### src/sv/ccf_sq_unit.sv
`timescale 1ns / 1ps
// ----------------------------------------------------------------------------
// Clipped circle fill squaring unit
// Shared unit that squares the magnitude of a signed distance or radius.
// ----------------------------------------------------------------------------
module ccf_sq_unit #(
  parameter int DW = 13
) (
  input  logic signed [DW-1:0]     opnd_i,
  output logic [2*(DW-1)-1:0]      sq_o
);

  logic [DW-2:0] mag;

  // The operand never reaches the most negative code, so its magnitude fits.
  assign mag  = opnd_i[DW-1] ? (DW-1)'(-opnd_i) : opnd_i[DW-2:0];
  assign sq_o = mag * mag;

endmodule
### config.mk
export PLATFORM = sky130hd
export DESIGN_NAME = ccf_sq_unit
export DESIGN_NICKNAME = d
export VERILOG_FILES = /design/src/sv/ccf_sq_unit.sv
export SDC_FILE = /design/constraint.sdc
export NUM_CORES = 1
export LEC_CHECK = 0
export ABC_AREA = 1
export BUFFER_PORTS_ARGS = -buffer_cell sky130_fd_sc_hd__buf_2
export CAP_MARGIN = 20
export CORE_MARGIN = 1
export CORE_UTILIZATION = 45
export DETAILED_ROUTE_END_ITERATION = 16
export PLACE_DENSITY = 0.61
export SETUP_SLACK_MARGIN = 0.05
export SLEW_MARGIN = 40
export SYNTH_ARGS = -nofsm -noshare
export SYNTH_HDL_FRONTEND = slang
export SYNTH_SLANG_ARGS = --single-unit
### constraint.sdc
create_clock -name vclk -period 11.26
set_input_delay 1.126 -clock vclk [all_inputs]
set_output_delay 1.126 -clock vclk [all_outputs]
set_load 0.02 [all_outputs]
==> flow_summary.json <==
{
  "status": "completed",
  "min-delay-start": "opnd_i[0]",
  "drive_gt1_share_pct": 10.9,
  "setup_tns_ns": 0,
  "gp_congestion": 0.844,
  "core_mm2": 0.00986,
  "ctsHoldBuffers": 0,
  "hold_path_end": "sq_o[0]",
  "wl_met3_um": 194,
  "cp_slowest_cell": "fa_1",
  "setup.worst_path.start_class": "input port",
  "yosysTopAreaCell": "fa_1",
  "drt_first_iter_violations": 127,
  "wl_um": 9910,
  "n_antenna_cell": 0,
  "cp.required_ns": 10.13,
  "synth_top_family_by_area": "adder cells",
  "dieWidth_um": 103,
  "dp_hpwl_um": 8920,
  "drtAntennaViolNets": 0,
  "routed_via_density": 4.81,
  "post_cts_buffers": 0,
  "synthAdderAreaFrac_pct": 50.3,
  "netlist_instances": 628,
  "synth-compound-area-share_pct": 5.44,
  "final_nets": 805,
  "hold_violations": 0,
  "netlist_area_mm2": 0.00462,
  "initial_core_util_pct": 46.8,
  "synth_mux_area_share_pct": 0,
  "slew_headroom_pct": 62.0,
  "ios": 37,
  "clkbuf_count": 0,
  "syn_nets": 778,
  "antenna_found_initial": 0,
  "area_growth_pct": 5.17,
  "worstSetupPathType": "in2out",
  "cpPeakStageDelay_ns": 0.53,
  "setup_viol_count_final": 0,
  "cts_resized": 0,
  "layout_commonest_cell": "inv_1",
  "drc": 0,
  "maxCapViolCount": 0,
  "rows": 36,
  "ys_seq_area_share_pct": 0,
  "max_freq_mhz": 124,
  "postLayoutCellArea_mm2": 0.00486,
  "grt-ovfl-total": 0,
  "grt_pass1_wl_um": 17800,
  "fin_crit_sh_pct": 71.6,
  "yosys_warnings": 0,
  "fp.dieH_um": 103,
  "seq_area_um2": 0,
  "drt-met1-wl_um": 4400,
  "critPathMaxFanout": 9,
  "holdWs_ns": 2.60,
  "dr.pass1.iters": 4,
  "grt_pass1_vias": 4050,
  "arrival_ns": 6.94,
  "tightestPinTransition_ns": 0.569,
  "die_area_mm2": 0.0107,
  "path_buf_inv": 10,
  "synth_top_area_share_pct": 35.1,
  "slew_viol_final": 0,
  "period_minus_slack_ns": 8.07,
  "place_area_mm2": 0.00486,
  "synth-xor-area-share_pct": 3.44,
  "num_vias": 3782,
  "grt.total_usage_pct": 21.2,
  "maxUsedRoutingLayer": "met4",
  "holdPathStages": 2,
  "layout_common_cells": "inv_1, nand2_1, fa_1, ha_1, nor2_1",
  "grt_setup_unrepaired": "no",
  "synth-simple-area-share_pct": 23.1,
  "portBuffers": 36,
  "avgSynthCellArea_um2": 7.36,
  "worstSetupEndpointType": "primary output",
  "grt_start_max_net_pins": 18,
  "min_path_type": "in2out",
  "wl_met2_um": 5200,
  "synth.area.top_cells": "fa_1, ha_1, inv_1",
  "path_delay_family": "adder cells",
  "ys_types": 37,
  "numSequentialCells": 0,
  "avgRoutedWirePerCell_um": 12.6,
  "crit_top_cell": "inv_1"
}
[metrics by stage]
step / instances / worst slack [ns] / utilization (%)
after floorplan: 628 / 3.96 / -
after global placement: 786 / 3.26 / 49.3
after detailed placement: 786 / 3.18 / 49.3
after CTS: 786 / 3.17 / 49.3
after global routing: 786 / 2.77 / 49.3
final: 786 / 3.19 / 49.3
[metal layers]
layer,GRT usage [%],vias to the layer above
li1,-,1884
met5,0,-
met4,2.49,0
met2,41.9,52
met3,0.403,12
met1,26.3,1834
[kinds of logic (layout without fill, tap and decap cells)]
| group | Yosys count | after routing |
|---|---|---|
| buffers and inverters | 199 | 224 |
| AO/OA/AOI/OAI | 43 | 43 |
| adder cells (fa/ha/maj) | 137 | 137 |
| AND/OR/NAND/NOR | 232 | 232 |
| XOR/XNOR | 16 | 16 |
| other | 1 | 1 |
[synthesized netlist by cell type, types with 2 or more instances]
library cell,n
nor2_1,42
nor2_2,2
buf_2,2
or2_2,2
inv_2,7
buf_12,2
nand2_4,13
nor4_1,2
nand3b_1,3
inv_1,180
o21ai_0,8
nand2_1,128
and2_1,2
xnor2_1,6
ha_1,56
fa_1,81
a21o_1,6
nand2_2,5
buf_4,2
o21ai_1,3
a21oi_1,22
xor2_1,9
buf_6,3
nand4_1,5
nand3_1,25
[how the worst max path moves through the flow]
| stage | end | startpoint | slack (ns) | depth (start not counted) |
|---|---|---|---|---|
| global placement | sq_o[23] | opnd_i[0] | 3.26 | 30 |
| CTS | sq_o[23] | opnd_i[0] | 3.17 | 29 |
| finish | sq_o[23] | opnd_i[0] | 3.19 | 29 |
| floorplan | sq_o[14] | opnd_i[0] | 3.96 | 25 |
| detailed placement | sq_o[23] | opnd_i[0] | 3.18 | 29 |
| global route | sq_o[21] | opnd_i[0] | 2.77 | 30 |
[layout make-up]
cell class / count / area, um2
fill: 1020 / 5000
inverter: 188 / 708
multi-input combinational: 429 / 3800
tap: 133 / 166
timing repair buffer: 36 / 180
Power is left out: the tool's default activity adds up to more than one toggle a clock period on the data nets, which glitch-free logic cannot reach.
